## src/rtl/dtbb_pkg.sv

```systemverilog
package dtbb_pkg;

	localparam int DEF_LINE_MAX = 2048;
	localparam int DEF_COLOR_WEIGHT_ENTRIES = 2048;

	localparam int CFG_IDX_W = 4;
	localparam int CFG_DATA_W = 16;

	localparam logic [CFG_IDX_W-1:0] REG_FRAME_WIDTH = 4'd0;
	localparam logic [CFG_IDX_W-1:0] REG_FRAME_HEIGHT = 4'd1;

	localparam logic [11:0] FRAME_WIDTH_RESET = 12'd2048;
	localparam logic [15:0] FRAME_HEIGHT_RESET = 16'd2048;

	// Window walk: center first, then the eight neighbors in dilation order.
	localparam int NB_COUNT = 9;
	localparam int DIV_STEPS = 16;

	localparam logic signed [1:0] NB_DX [NB_COUNT] = '{
		2'sd0, -2'sd1, 2'sd0, 2'sd1, -2'sd1, 2'sd1, -2'sd1, 2'sd0, 2'sd1
	};
	localparam logic signed [1:0] NB_DY [NB_COUNT] = '{
		2'sd0, -2'sd1, -2'sd1, -2'sd1, 2'sd0, 2'sd0, 2'sd1, 2'sd1, 2'sd1
	};
	localparam logic [16:0] SPATIAL_W [NB_COUNT] = '{
		17'd65536, 17'd24109, 17'd39750, 17'd24109, 17'd39750,
		17'd39750, 17'd24109, 17'd39750, 17'd24109
	};

	typedef struct packed {
		logic [15:0] red_in;
		logic [15:0] green_in;
		logic [15:0] blue_in;
		logic        flush;
	} pix_in_t;

	typedef struct packed {
		logic [15:0] red_out;
		logic [15:0] green_out;
		logic [15:0] blue_out;
		logic        last_pixel;
	} pix_out_t;

	typedef struct packed {
		logic       load;
		logic       raw_wr;
		logic       dil_rd;
		logic       dil_wr;
		logic       blur_rd;
		logic       div_init;
		logic       div_step;
		logic       out_load;
		logic       advance;
		logic [3:0] step;
	} cmd_t;

	typedef struct packed {
		logic ignore;
		logic raw_act;
		logic dil_act;
		logic blur_act;
		logic busy;
		logic out_free;
	} stat_t;

endpackage

```

## src/rtl/dtbb_ctrl.sv

```systemverilog
module dtbb_ctrl import dtbb_pkg::*; (
	input  logic  clk,
	input  logic  arst_n,
	input  logic  in_valid,
	output logic  in_stall,
	input  stat_t st,
	output cmd_t  cmd
);

	typedef enum logic [3:0] {
		S_IDLE, S_RAW, S_DIL, S_DILW, S_BLUR, S_BWAIT, S_DIV, S_OUT, S_ADV
	} state_t;

	state_t     state_q;
	logic [3:0] k_q;

	assign in_stall = (state_q != S_IDLE);

	always_comb begin
		cmd = '0;
		cmd.step = k_q;
		case (state_q)
			S_IDLE:  cmd.load = in_valid;
			S_RAW:   cmd.raw_wr = st.raw_act && !st.ignore;
			S_DIL:   cmd.dil_rd = (k_q < 4'(NB_COUNT));
			S_DILW:  cmd.dil_wr = 1'b1;
			S_BLUR:  cmd.blur_rd = 1'b1;
			S_BWAIT: cmd.div_init = !st.busy;
			S_DIV:   cmd.div_step = 1'b1;
			S_OUT: begin
				cmd.out_load = st.out_free;
				cmd.advance = st.out_free;
			end
			S_ADV:   cmd.advance = 1'b1;
			default: ;
		endcase
	end

	always_ff @(posedge clk or negedge arst_n) begin
		if (!arst_n) begin
			state_q <= S_IDLE;
			k_q <= '0;
		end else begin
			case (state_q)
				S_IDLE: begin
					if (in_valid) state_q <= S_RAW;
				end
				S_RAW: begin
					k_q <= '0;
					if (st.ignore) state_q <= S_IDLE;
					else if (st.dil_act) state_q <= S_DIL;
					else if (st.blur_act) state_q <= S_BLUR;
					else state_q <= S_ADV;
				end
				S_DIL: begin
					// One extra step lets the last read retire before the write.
					if (k_q == 4'(NB_COUNT)) begin
						k_q <= '0;
						state_q <= S_DILW;
					end else begin
						k_q <= k_q + 4'd1;
					end
				end
				S_DILW: begin
					state_q <= st.blur_act ? S_BLUR : S_ADV;
				end
				S_BLUR: begin
					if (k_q == 4'(NB_COUNT - 1)) begin
						k_q <= '0;
						state_q <= S_BWAIT;
					end else begin
						k_q <= k_q + 4'd1;
					end
				end
				S_BWAIT: begin
					if (!st.busy) begin
						k_q <= '0;
						state_q <= S_DIV;
					end
				end
				S_DIV: begin
					if (k_q == 4'(DIV_STEPS - 1)) begin
						k_q <= '0;
						state_q <= S_OUT;
					end else begin
						k_q <= k_q + 4'd1;
					end
				end
				S_OUT: begin
					if (st.out_free) state_q <= S_IDLE;
				end
				S_ADV:   state_q <= S_IDLE;
				default: state_q <= S_IDLE;
			endcase
		end
	end

`ifndef ASSERT_OFF
	a_out_free: assert property (@(posedge clk) disable iff (!arst_n)
		cmd.out_load |-> st.out_free) else $error("result loaded over a pending beat");
	a_cmd_excl: assert property (@(posedge clk) disable iff (!arst_n)
		$onehot0({cmd.raw_wr, cmd.dil_rd, cmd.dil_wr, cmd.blur_rd, cmd.div_init,
			cmd.div_step})) else $error("datapath commands overlap");
	a_div_drained: assert property (@(posedge clk) disable iff (!arst_n)
		(state_q == S_DIV) |-> !st.busy) else $error("divide started before weights settled");
`endif

endmodule

```

## config.mk

```make
export PLATFORM = sky130hd
export DESIGN_NAME = dtbb_ctrl
export DESIGN_NICKNAME = d
export VERILOG_FILES = /design/src/rtl/dtbb_pkg.sv /design/src/rtl/dtbb_ctrl.sv
export SDC_FILE = /design/constraint.sdc
export NUM_CORES = 1
export LEC_CHECK = 0
export BUFFER_PORTS_ARGS = -buffer_cell sky130_fd_sc_hd__clkbuf_2
export CELL_PAD_IN_SITES_DETAIL_PLACEMENT = 0
export CELL_PAD_IN_SITES_GLOBAL_PLACEMENT = 1
export CORE_MARGIN = 5
export CORE_UTILIZATION = 30
export CTS_CLUSTER_SIZE = 14
export DETAILED_ROUTE_END_ITERATION = 12
export PLACE_DENSITY_LB_ADDON = 0.1
export SYNTH_ARGS = -nofsm -noshare
export SYNTH_HDL_FRONTEND = slang
export SYNTH_SLANG_ARGS = --single-unit
```

## constraint.sdc

```tcl
create_clock -name clk -period 1.9 [get_ports clk]
set_input_delay 0.19 -clock clk [delete_from_list [all_inputs] [get_ports clk]]
set_output_delay 0.19 -clock clk [all_outputs]
set_load 0.01 [all_outputs]
```

==> qor.yml, run 1 <==
drt:
  routedWlPerCell_um: 12.6
  wl_um: 1780
  ant_nets: 0
  via_per_inst: 4.63
  drc: 0
  dr.pass1.iters: 4
  vias: 653
  drt-initial-drc-count: 17
yosys:
  syn-num-nets: 92
  synth_edf_count: 0
  ys_async_sr_fraction_pct: 100
  syn_inst: 80
  ys_top_cells_by_count: "8 x dfrtp_1, 8 x inv_1, 8 x nand2_1, 6 x nor2_1, 4 x a21oi_1"
  synthDistinctLibCells: 39
  netlist.area_leader.share_pct: 26.5
  synth_area_leaders: "dfrtp_1 26%, ha_1 5.0%, inv_1 4.0%"
  yosysSeqAreaShare_pct: 26.5
  synth_area_um2: 756
  ys_warn_count: 0
  synth_top_cell_by_area: "dfrtp_1"
  synth_flop_cell: "dfrtp_1"
  synth-seq-cells: 8
  synth.avg_cell_area_um2: 9.45
timing:
  hold_violations: 0
  slew_violations: 0
  fin_tns_setup_ns: 0
  grt_setup_unrepaired: "false"
  fmax_mhz: 554
  worstMarginPinSlew_ns: 0.372
  slew-limit-headroom_pct: 75.2
  final-setup-viol-count: 0
  min_period_ns: 1.81
  period_share_pct: 95.0
  skew_ns: 0.000456
  setup_ws_ns: 0.0941
placement:
  dpl.hpwl_um: 1420
  port_buffers: 22
  placed_cells: 133
  dp_slack_ns: 0.107
  finalWeightedCongestion: 0.721
power:
  p_seq_share_pct: 21.2
  peakVddDrop_uv: 576
  intPower_mw: 0.844
  swShare_pct: 44.7
  pwr-share-comb_pct: 70.3
  p_leak_nw: 0.486
  power.total_mw: 1.53
  p_per_area_nw_per_um2: 1560
  p_sw_mw: 0.683
  p_clk_share_pct: 8.4
setup_path:
  critical_path_class: "reg2reg"
  cp-end-kind: "flop"
  ff2ff_path_depth: 4
  ff2ff_setup_slack_ns: 0.09
  critical-path-slowest-cell: "or4_4"
  crit_fanout: 7
  worstPathRequired_ns: 2.03
  path_cells: "buf_4, or4_4, o2111ai_2, mux2_4"
  r2r_start: "state_q[1]"
  cpPeakStageDelay_ns: 0.51
  timing.rr.end: "state_q[2]"
  worstPathArrival_ns: 1.94
  critPathLaunchType: "flop"
  path_buf_inv: 1
  critical_path.top_delay_family: "simple AND/OR/NAND/NOR gates"
global_routing:
  antenna_found_initial: 0
  grt_usage_pct: 11.0
  grt_start_max_net_pins: 12
  grt_use_met3_pct: 3.02
  grt_util_met1_pct: 17.0
  grt.met2_usage_pct: 14.0
  grt_pass1_wl_um: 2980
  busiest_layer: "met1"
  grt_pass1_vias: 637
  grt-ovfl-total: 0
min_path:
  worstHoldStart: "st[2]"
  hold_path_class: "in2reg"
  hold_depth: 2
  whs_endpoint: "state_q[3]"
floorplan:
  die_y_um: 60.2
  fp-row-count: 18
  dieArea_um2: 3620
  start_util_pct: 31.1
  io-pin-count: 23
  coreArea_um2: 2430
  die_w_um: 60.2
final_layout:
  nFillCells: 256
  multi_input_area_um2: 497
  regArea_um2: 201
  utilization_pct: 40.3
  diodes: 0
  synthToLayoutAreaGrowth_pct: 29.6
  stdcell_count: 141
  final_nets: 125
  layout-drive-gt1-share_pct: 47.7
clock_tree:
  path_clk_slew_ns: 0.05
  cts-root-buf: "clkbuf_4"
  clk_latency_ns: 0.25
  cts_buffers: 3
  cts_sinks: 8
  cts_max_path_buffers: 2
  h-tree-depth: 1
  cts_tree: "built"
outcome:
  outcome: "finished, final reports clean"
flow_run:
  drv_cap: 0
-- metrics by stage --
stage | area, µm² | hold slack [ns]
5_1_grt | 980 | 0.0983
3_3_place_gp | 907 | 0.0496
6_report | 980 | 0.105
2_1_floorplan | 756 | -0.106
4_1_cts | 941 | 0.0937
3_5_place_dp | 907 | 0.0543
-- what timing repair did --
action                                  CTS  global route
hold endpoints to repair                  8             0
endpoints found under the setup margin    1             3
pin swaps                                 0             1
hold buffers                              1             0
setup buffers                             0             4
resized for setup                         1             2
-- cells in the final DEF (no fill, tap or decap), drive strengths merged, types with 2 or more instances in the layout --
cell type	count
inv	8
o21ai	4
nor2	6
a21o	2
buf	9
dfrtp	8
a211o	2
and2b	2
nand2	9
nor3	3
nand3	2
ha	3
clkbuf	25
nand3b	2
a21oi	4
nor3b	2
o2111ai	2
nor2b	3
-- layer usage --
layer | routed length, µm | vias to the layer above
met5 | 0 | -
met4 | 0 | 0
met3 | 87 | 0
met2 | 789 | 12
met1 | 902 | 294
li1 | - | 347
-- cell families after synthesis --
group           after synthesis  synth area share, %
flops                         8                 26.5
mux                           1                 1.99
buf+inv                      12                 8.44
simple gates                 36                 32.1
fa+ha+maj                     3                 4.97
compound gates               19                 24.8
xor+xnor                      1                 1.16
-- area by class of cell --
type	instances	area share, %
timing repair buffer	32	19.5
tap	30	3.83
inverter	8	3.07
clock buffer	3	2.30
sequential	8	20.6
multi-input combinational	60	50.7
-- flip-flops by register name, summed over array words and instances (netlist names) --
name,cells
k_q,4
state_q,4
-- power groups by stage --
stage	Combinational (mW)	Clock (mW)	Sequential, mW
after floorplan	0.742	0	0.338
after global placement	1.01	0	0.331
after detailed placement	1.00	0	0.335
after CTS	1.01	0.136	0.334
after global routing	1.20	0.141	0.336
final	1.07	0.129	0.324
-- worst max-delay path by stage --
stage                from          to  slack [ns]  depth (start not counted)
2_1_floorplan      k_q[1]  state_q[2]        0.19                          6
3_3_place_gp       k_q[1]  state_q[2]        0.14                          6
3_5_place_dp       k_q[1]  state_q[2]        0.11                          6
4_1_cts        state_q[0]     cmd[11]        0.01                          4
5_1_grt            k_q[0]  state_q[1]        0.02                          6
6_report       state_q[1]  state_q[2]        0.09                          4
Power figures use the tool's default switching activity.
==> run 2, diff against run 1 <==
BUFFER_PORTS_ARGS = -buffer_cell sky130_fd_sc_hd__buf_2   (was -buffer_cell sky130_fd_sc_hd__clkbuf_2)
GPL_TIMING_DRIVEN = 0   (was unset)
==> run 2 against run 1 <==
Against the previous run: die area is the same; final area shrank 0.77%; clock power grew 3%; critical path depth shrank 1; critical path type is now reg2out; largest cell class unchanged; largest power group unchanged.
==> qor.yml, run 2 (same netlist as run 1, synthesis figures left out) <==
final_layout:
  synthToLayoutAreaGrowth_pct: 28.6
  nFillCells: 276  # +7.8%
  final_cell_mix: "22 x buf_2, 8 x inv_1, 8 x nand2_1, 7 x buf_4, 7 x dfrtp_1"
  utilization_pct: 40.0  # -0.31 points
  largestRegisters: "k_q (4), state_q (4)"
  stdcell_count: 140  # -0.71%
  final_nets: 124  # -0.80%
  final_common_cell: "buf_2"
  layout-drive-gt1-share_pct: 47.3  # -0.48 points
  design_area_um2: 972  # -0.77%
  diodes: 0  # unchanged
setup_path:
  worstPathRequired_ns: 1.71  # -0.32 ns
  path_buf_inv: 1  # unchanged
  critical_path_class: "reg2out"
  critPathLaunchType: "flop"
  critical-path-slowest-cell: "or4bb_2"
  cp-end-kind: "output port"
  cpPeakStageDelay_ns: 0.64  # +0.13 ns
  critical_path.top_delay_family: "simple AND/OR/NAND/NOR gates"
  worstPathArrival_ns: 1.59  # -0.35 ns
  path_cells: "or4bb_2, nor3_2, buf_2"
  crit_fanout: 3  # -4
power:
  p_leak_nw: 0.487  # +0.30%
  p_per_area_nw_per_um2: 1570  # +0.64%
  peakVddDrop_uv: 558  # -3.1%
floorplan:
  die_y_um: 60.2  # unchanged
  fp-row-count: 18  # unchanged
  die_w_um: 60.2  # unchanged
  start_util_pct: 31.1  # unchanged
  coreArea_um2: 2430  # unchanged
  io-pin-count: 23  # unchanged
  dieArea_um2: 3620  # unchanged
global_routing:
  grt_pass1_wl_um: 3190  # +6.9%
  antenna_found_initial: 0  # unchanged
  grt_pass1_vias: 685  # +7.5%
  grt-ovfl-total: 0  # unchanged
  grt_start_max_net_pins: 11  # -1
  grt_usage_pct: 11.7  # +0.67 points
drt:
  dr.pass1.iters: 2  # -2
  drc: 0  # unchanged
  wl_um: 1850  # +3.8%
  via_per_inst: 4.78  # +3.2%
  drt-initial-drc-count: 9  # -8
  routedWlPerCell_um: 13.2  # +4.6%
  ant_nets: 0  # unchanged
  vias: 669  # +2.5%
timing:
  setup_ws_ns: 0.117  # +0.0231 ns
  min_period_ns: 1.78  # -0.0231 ns
  hold_violations: 0  # unchanged
  fin_tns_setup_ns: 0  # unchanged
  slew_violations: 0  # unchanged
  slew-limit-headroom_pct: 74.7  # -0.43 points
  grt_setup_unrepaired: "false"
  final-setup-viol-count: 0  # unchanged
  worstMarginPinSlew_ns: 0.378  # +0.00645 ns
  skew_ns: 0.00768  # +0.00722 ns
  period_share_pct: 93.8  # -1.2 points
  fmax_mhz: 561  # +1.3%
clock_tree:
  cts_buffers: 3  # unchanged
  cts-root-buf: "clkbuf_4"
  cts_tree: "built"
  cts_max_path_buffers: 2  # unchanged
  cts_sinks: 8  # unchanged
  clk_latency_ns: 0.26  # about the same
  h-tree-depth: 1  # unchanged
  path_clk_slew_ns: 0.06  # about the same
placement:
  dpl.hpwl_um: 1420  # about the same
  port_buffers: 22  # unchanged
  dp_slack_ns: 0.109  # +0.00122 ns
  placed_area_um2: 903  # -0.41%
  placed_cells: 132  # -0.75%
  finalWeightedCongestion: 0.725  # +0.51%
min_path:
  hold_path_class: "in2reg"
outcome:
  outcome: "finished, final reports clean"
flow_run:
  drv_cap: 0  # unchanged
[run 2: cell types whose count changed in the layout (fill, tap and decap cells not counted)]
cell	before	now
buf_2	0	22
buf_4	8	7
clkbuf_2	22	0
[run 2: layout make-up]
class | instances | area (µm²) | area share, %
timing repair buffer | 28 | 158 | 16.2
multi-input combinational | 60 | 497 | 51.1
buffer | 3 | 26.3 | 2.70
sequential | 8 | 201 | 20.7
inverter | 8 | 30.0 | 3.09
clock buffer | 3 | 22.5 | 2.32
tap | 30 | 37.5 | 3.86
[run 2: routing by layer]
layer / up-vias / track usage (%) / routed length (µm)
met3: 2 / 3.46 / 99
met1: 304 / 16.7 / 925
met2: 16 / 16.5 / 807
met5: - / 0 / 0
met4: 0 / 3.80 / 14
li1: 347 / - / -
[run 2: power breakdown]
part	switching, mW	internal [mW]
sequential	0.0919	0.242
clock	0.0607	0.0725
combinational	0.540	0.517
[run 2: repair_timing]
item,in CTS,in global routing
resized for setup,3,0
endpoints found under the hold margin,8,0
hold buffers,1,0
setup buffers,2,3
endpoints found under the setup margin,1,1
cloned,0,0
pin swaps,1,1
[run 2: path summary, 6_finish.rpt]
check                           startpoint    endpoint  slack (ns)  depth (start not counted)
min in group asynchronous           arst_n      k_q[0]        0.30                          2
worst min-delay path                 st[2]  state_q[3]        0.10                          2
max in group asynchronous           arst_n  state_q[1]        1.42                          2
worst max-delay path            state_q[1]     cmd[11]        0.12                          3
worst min register to register      k_q[1]      k_q[1]        0.58                          2
worst max register to register      k_q[1]  state_q[1]        0.12                          6
[run 2: metrics by stage]
stage | power (mW) | hold WS [ns]
2_1_floorplan | 1.08 | -0.106
3_3_place_gp | 1.32 | 0.0436
4_1_cts | 1.49 | 0.0982
5_1_grt | 1.66 | 0.111
3_5_place_dp | 1.33 | 0.0435
6_report | 1.52 | 0.104
==> run 3, diff against run 2 <==
ABC_AREA = 1   (was unset)
==> run 3 against run 2 <==
Against the previous run: cell count grew 9.3%; synthesized cell count grew 24%; combinational power shrank 38%; first-iteration DRC count grew to 3.0 times the previous value; clock-buffer cell count is the same; register-to-register slack gained 0.36 ns; setup slack gained 0.18 ns.
==> qor.yml, run 3 <==
setup_path:
  cp.depth: 5  # +2
  path_buf_inv: 2  # +1
  cpPeakStageDelay_ns: 0.47  # -0.17 ns
  critPathLaunchType: "flop"
  path_cells: "inv_1, nor2_4, nand2_1, o22ai_1, buf_2"
  crit_fanout: 7  # +4
  critical-path-slowest-cell: "dfrtp_1"
  critical_path_class: "reg2out"
  cp-end-kind: "output port"
  worstPathArrival_ns: 1.41  # -0.18 ns
  ff2ff_path_depth: 7  # +1
  critical_path.top_delay_family: "flip-flops"
  worstPathRequired_ns: 1.71  # about the same
drt:
  drt-initial-drc-count: 27  # +18
  wl_um: 1800  # -2.7%
  ant_nets: 0  # unchanged
  routedWlPerCell_um: 11.7  # -11%
  drc: 0  # unchanged
  via_per_inst: 4.71  # -1.5%
  vias: 720  # +7.6%
  dr.pass1.iters: 4  # +2
timing:
  slew_violations: 0  # unchanged
  final-setup-viol-count: 0  # unchanged
  grt_setup_unrepaired: "false"
  hold_violations: 0  # unchanged
  skew_ns: 0.00227  # -0.00541 ns
  hold-worst-slack_ns: 0.0960  # -0.00778 ns
  period_share_pct: 84.3  # -9.5 points
  slew-limit-headroom_pct: 81.8  # +7.1 points
  fmax_mhz: 624  # +11%
  worstMarginPinSlew_ns: 0.273  # -0.105 ns
  fin_tns_setup_ns: 0  # unchanged
  min_period_ns: 1.60  # -0.181 ns
yosys:
  synth_top_cell_by_area: "dfrtp_1"
  synth_edf_count: 0  # unchanged
  yosysSeqAreaShare_pct: 28.9  # +2.4 points
  ys_warn_count: 0  # unchanged
  synth_flop_cell: "dfrtp_1"
  synth.avg_cell_area_um2: 6.99  # -26%
  synth_area_um2: 692  # -8.4%
  ys_top_cells_by_count: "30 x nand2_1, 10 x inv_1, 9 x nand3_1, 8 x dfrtp_1, 6 x nor2_1"
  synth.most_common_cell: "nand2_1"
  synth_area_leaders: "dfrtp_1 29%, nand2_1 16%, nand3_2 7.2%"
  syn_inst: 99  # +24%
  synthDistinctLibCells: 21  # -46%
  synth-seq-cells: 8  # unchanged
  netlist.area_leader.share_pct: 28.9  # +2.4 points
  ys_async_sr_fraction_pct: 100  # unchanged
  syn-num-nets: 111  # +21%
final_layout:
  nFillCells: 256  # -7.2%
  final_common_cell: "nand2_1"
  multi_input_area_um2: 435  # -12%
  final_cell_mix: "30 x nand2_1, 22 x buf_2, 10 x inv_1, 9 x nand3_1, 8 x dfrtp_1"
  synthToLayoutAreaGrowth_pct: 25.7
  layout-drive-gt1-share_pct: 36.0  # -11 points
  stdcell_count: 153  # +9.3%
  largestRegisters: "k_q (4), state_q (4)"
  final_nets: 139  # +12%
  diodes: 0  # unchanged
  regArea_um2: 200  # -0.62%
clock_tree:
  cts_buffers: 3  # unchanged
  cts_max_path_buffers: 2  # unchanged
  clk_latency_ns: 0.25  # about the same
  cts_setup_buffers: 0  # -2
  path_clk_slew_ns: 0.05  # about the same
  cts_sinks: 8  # unchanged
  cts-root-buf: "clkbuf_4"
  post_cts_resized: 0  # -3
  cts_tree: "built"
  h-tree-depth: 1  # unchanged
global_routing:
  grt_start_max_net_pins: 9  # -2
  grt_pass1_vias: 670  # -2.2%
  antenna_found_initial: 0  # unchanged
  grt_usage_pct: 11.4  # -0.27 points
  grt-ovfl-total: 0  # unchanged
  grt_pass1_wl_um: 2970  # -6.7%
floorplan:
  coreArea_um2: 2210  # -9.1%
  fp-row-count: 17  # -1
  io-pin-count: 23  # unchanged
  die_y_um: 58.0  # -3.6%
  die_w_um: 58.0  # -3.6%
  start_util_pct: 31.3  # +0.21 points
  dieArea_um2: 3370  # -7.1%
flow_run:
  drv_cap: 0  # unchanged
outcome:
  outcome: "finished, final reports clean"
placement:
  dpl.hpwl_um: 1470  # +3.4%
  port_buffers: 22  # unchanged
  placed_cells: 149  # +13%
  finalWeightedCongestion: 0.724  # about the same
min_path:
  hold_depth: 2  # unchanged
  hold_path_class: "in2reg"
power:
  p_leak_nw: 0.503  # +3.1%
  p_per_area_nw_per_um2: 1260  # -20%
  peakVddDrop_uv: 567  # +1.5%
## run 3: cell count changes in the layout (fill, tap and decap cells not counted), moves of 4 or more
cell and change:
nand3_2 +5, nand2_1 +22, nor2_2 +4, inv_2 +5, nand3_1 +7, buf_4 -7
## run 3: metrics by stage
| step | cell area [µm²] | util (%) | total power [mW] | setup slack [ns] |
|---|---|---|---|---|
| after global routing | 870 | 39.3 | 1.21 | 0.162 |
| final | 870 | 39.3 | 1.09 | 0.298 |
| after floorplan | 692 | - | 0.776 | 0.586 |
| after detailed placement | 837 | 37.8 | 0.978 | 0.466 |
| after CTS | 870 | 39.3 | 1.12 | 0.260 |
| after global placement | 837 | 37.8 | 0.974 | 0.458 |
## run 3: worst register-to-register path, delay by kind of cell, from the launching register on
kind / cells / cell delay, ns
DFF: 1 / 0.46
AOI/OAI and AO/OA: 1 / 0.17
buffers and inverters: 1 / 0.09
and+or+nand+nor: 4 / 0.42
adders and majority gates: 1 / 0.16
## run 3: repair_timing
item / CTS / global route
hold buffers: 1 / 0
endpoints found under the hold margin: 8 / 0
endpoints found under the setup margin: 0 / 0
## run 3: logic make-up after synthesis
kind of cell | after synthesis | share of synthesized area (%)
buf+inv | 15 | 8.14
fa+ha+maj | 3 | 5.43
compound gates | 9 | 7.78
flops | 8 | 28.9
xor+xnor | 1 | 1.27
simple gates | 63 | 48.5
## run 3: final cells by class
cell class                 instances  area share (%)
tap                               28            4.03
inverter                          15            6.47
sequential                         8            23.0
multi-input combinational         76            50.1
timing repair buffer              23            13.8
clock buffer                       3            2.59
## run 3: routing by layer
metal | share of wire (%) | global-route usage (%)
met1 | 46 | 15.7
met2 | 47 | 16.9
met3 | 6.6 | 2.45
met4 | 0.33 | 4.97
met5 | 0 | 0
## run 3: worst paths after layout
kind                                  from    endpoint  slack, ns
worst max register to register      k_q[0]  state_q[2]       0.48
max in group asynchronous           arst_n      k_q[2]       1.42
worst min register to register      k_q[1]      k_q[1]       0.55
min in group asynchronous           arst_n  state_q[2]       0.31
worst max-delay path            state_q[2]      cmd[4]       0.30
worst min-delay path                 st[2]  state_q[3]        0.1
## run 3: report_power, final
group | total [mW] | switching (mW) | leakage [nW] | internal, mW
sequential | 0.302 | 0.0838 | 0.106 | 0.218
combinational | 0.661 | 0.429 | 0.383 | 0.233
clock | 0.129 | 0.0567 | 0.0138 | 0.0722
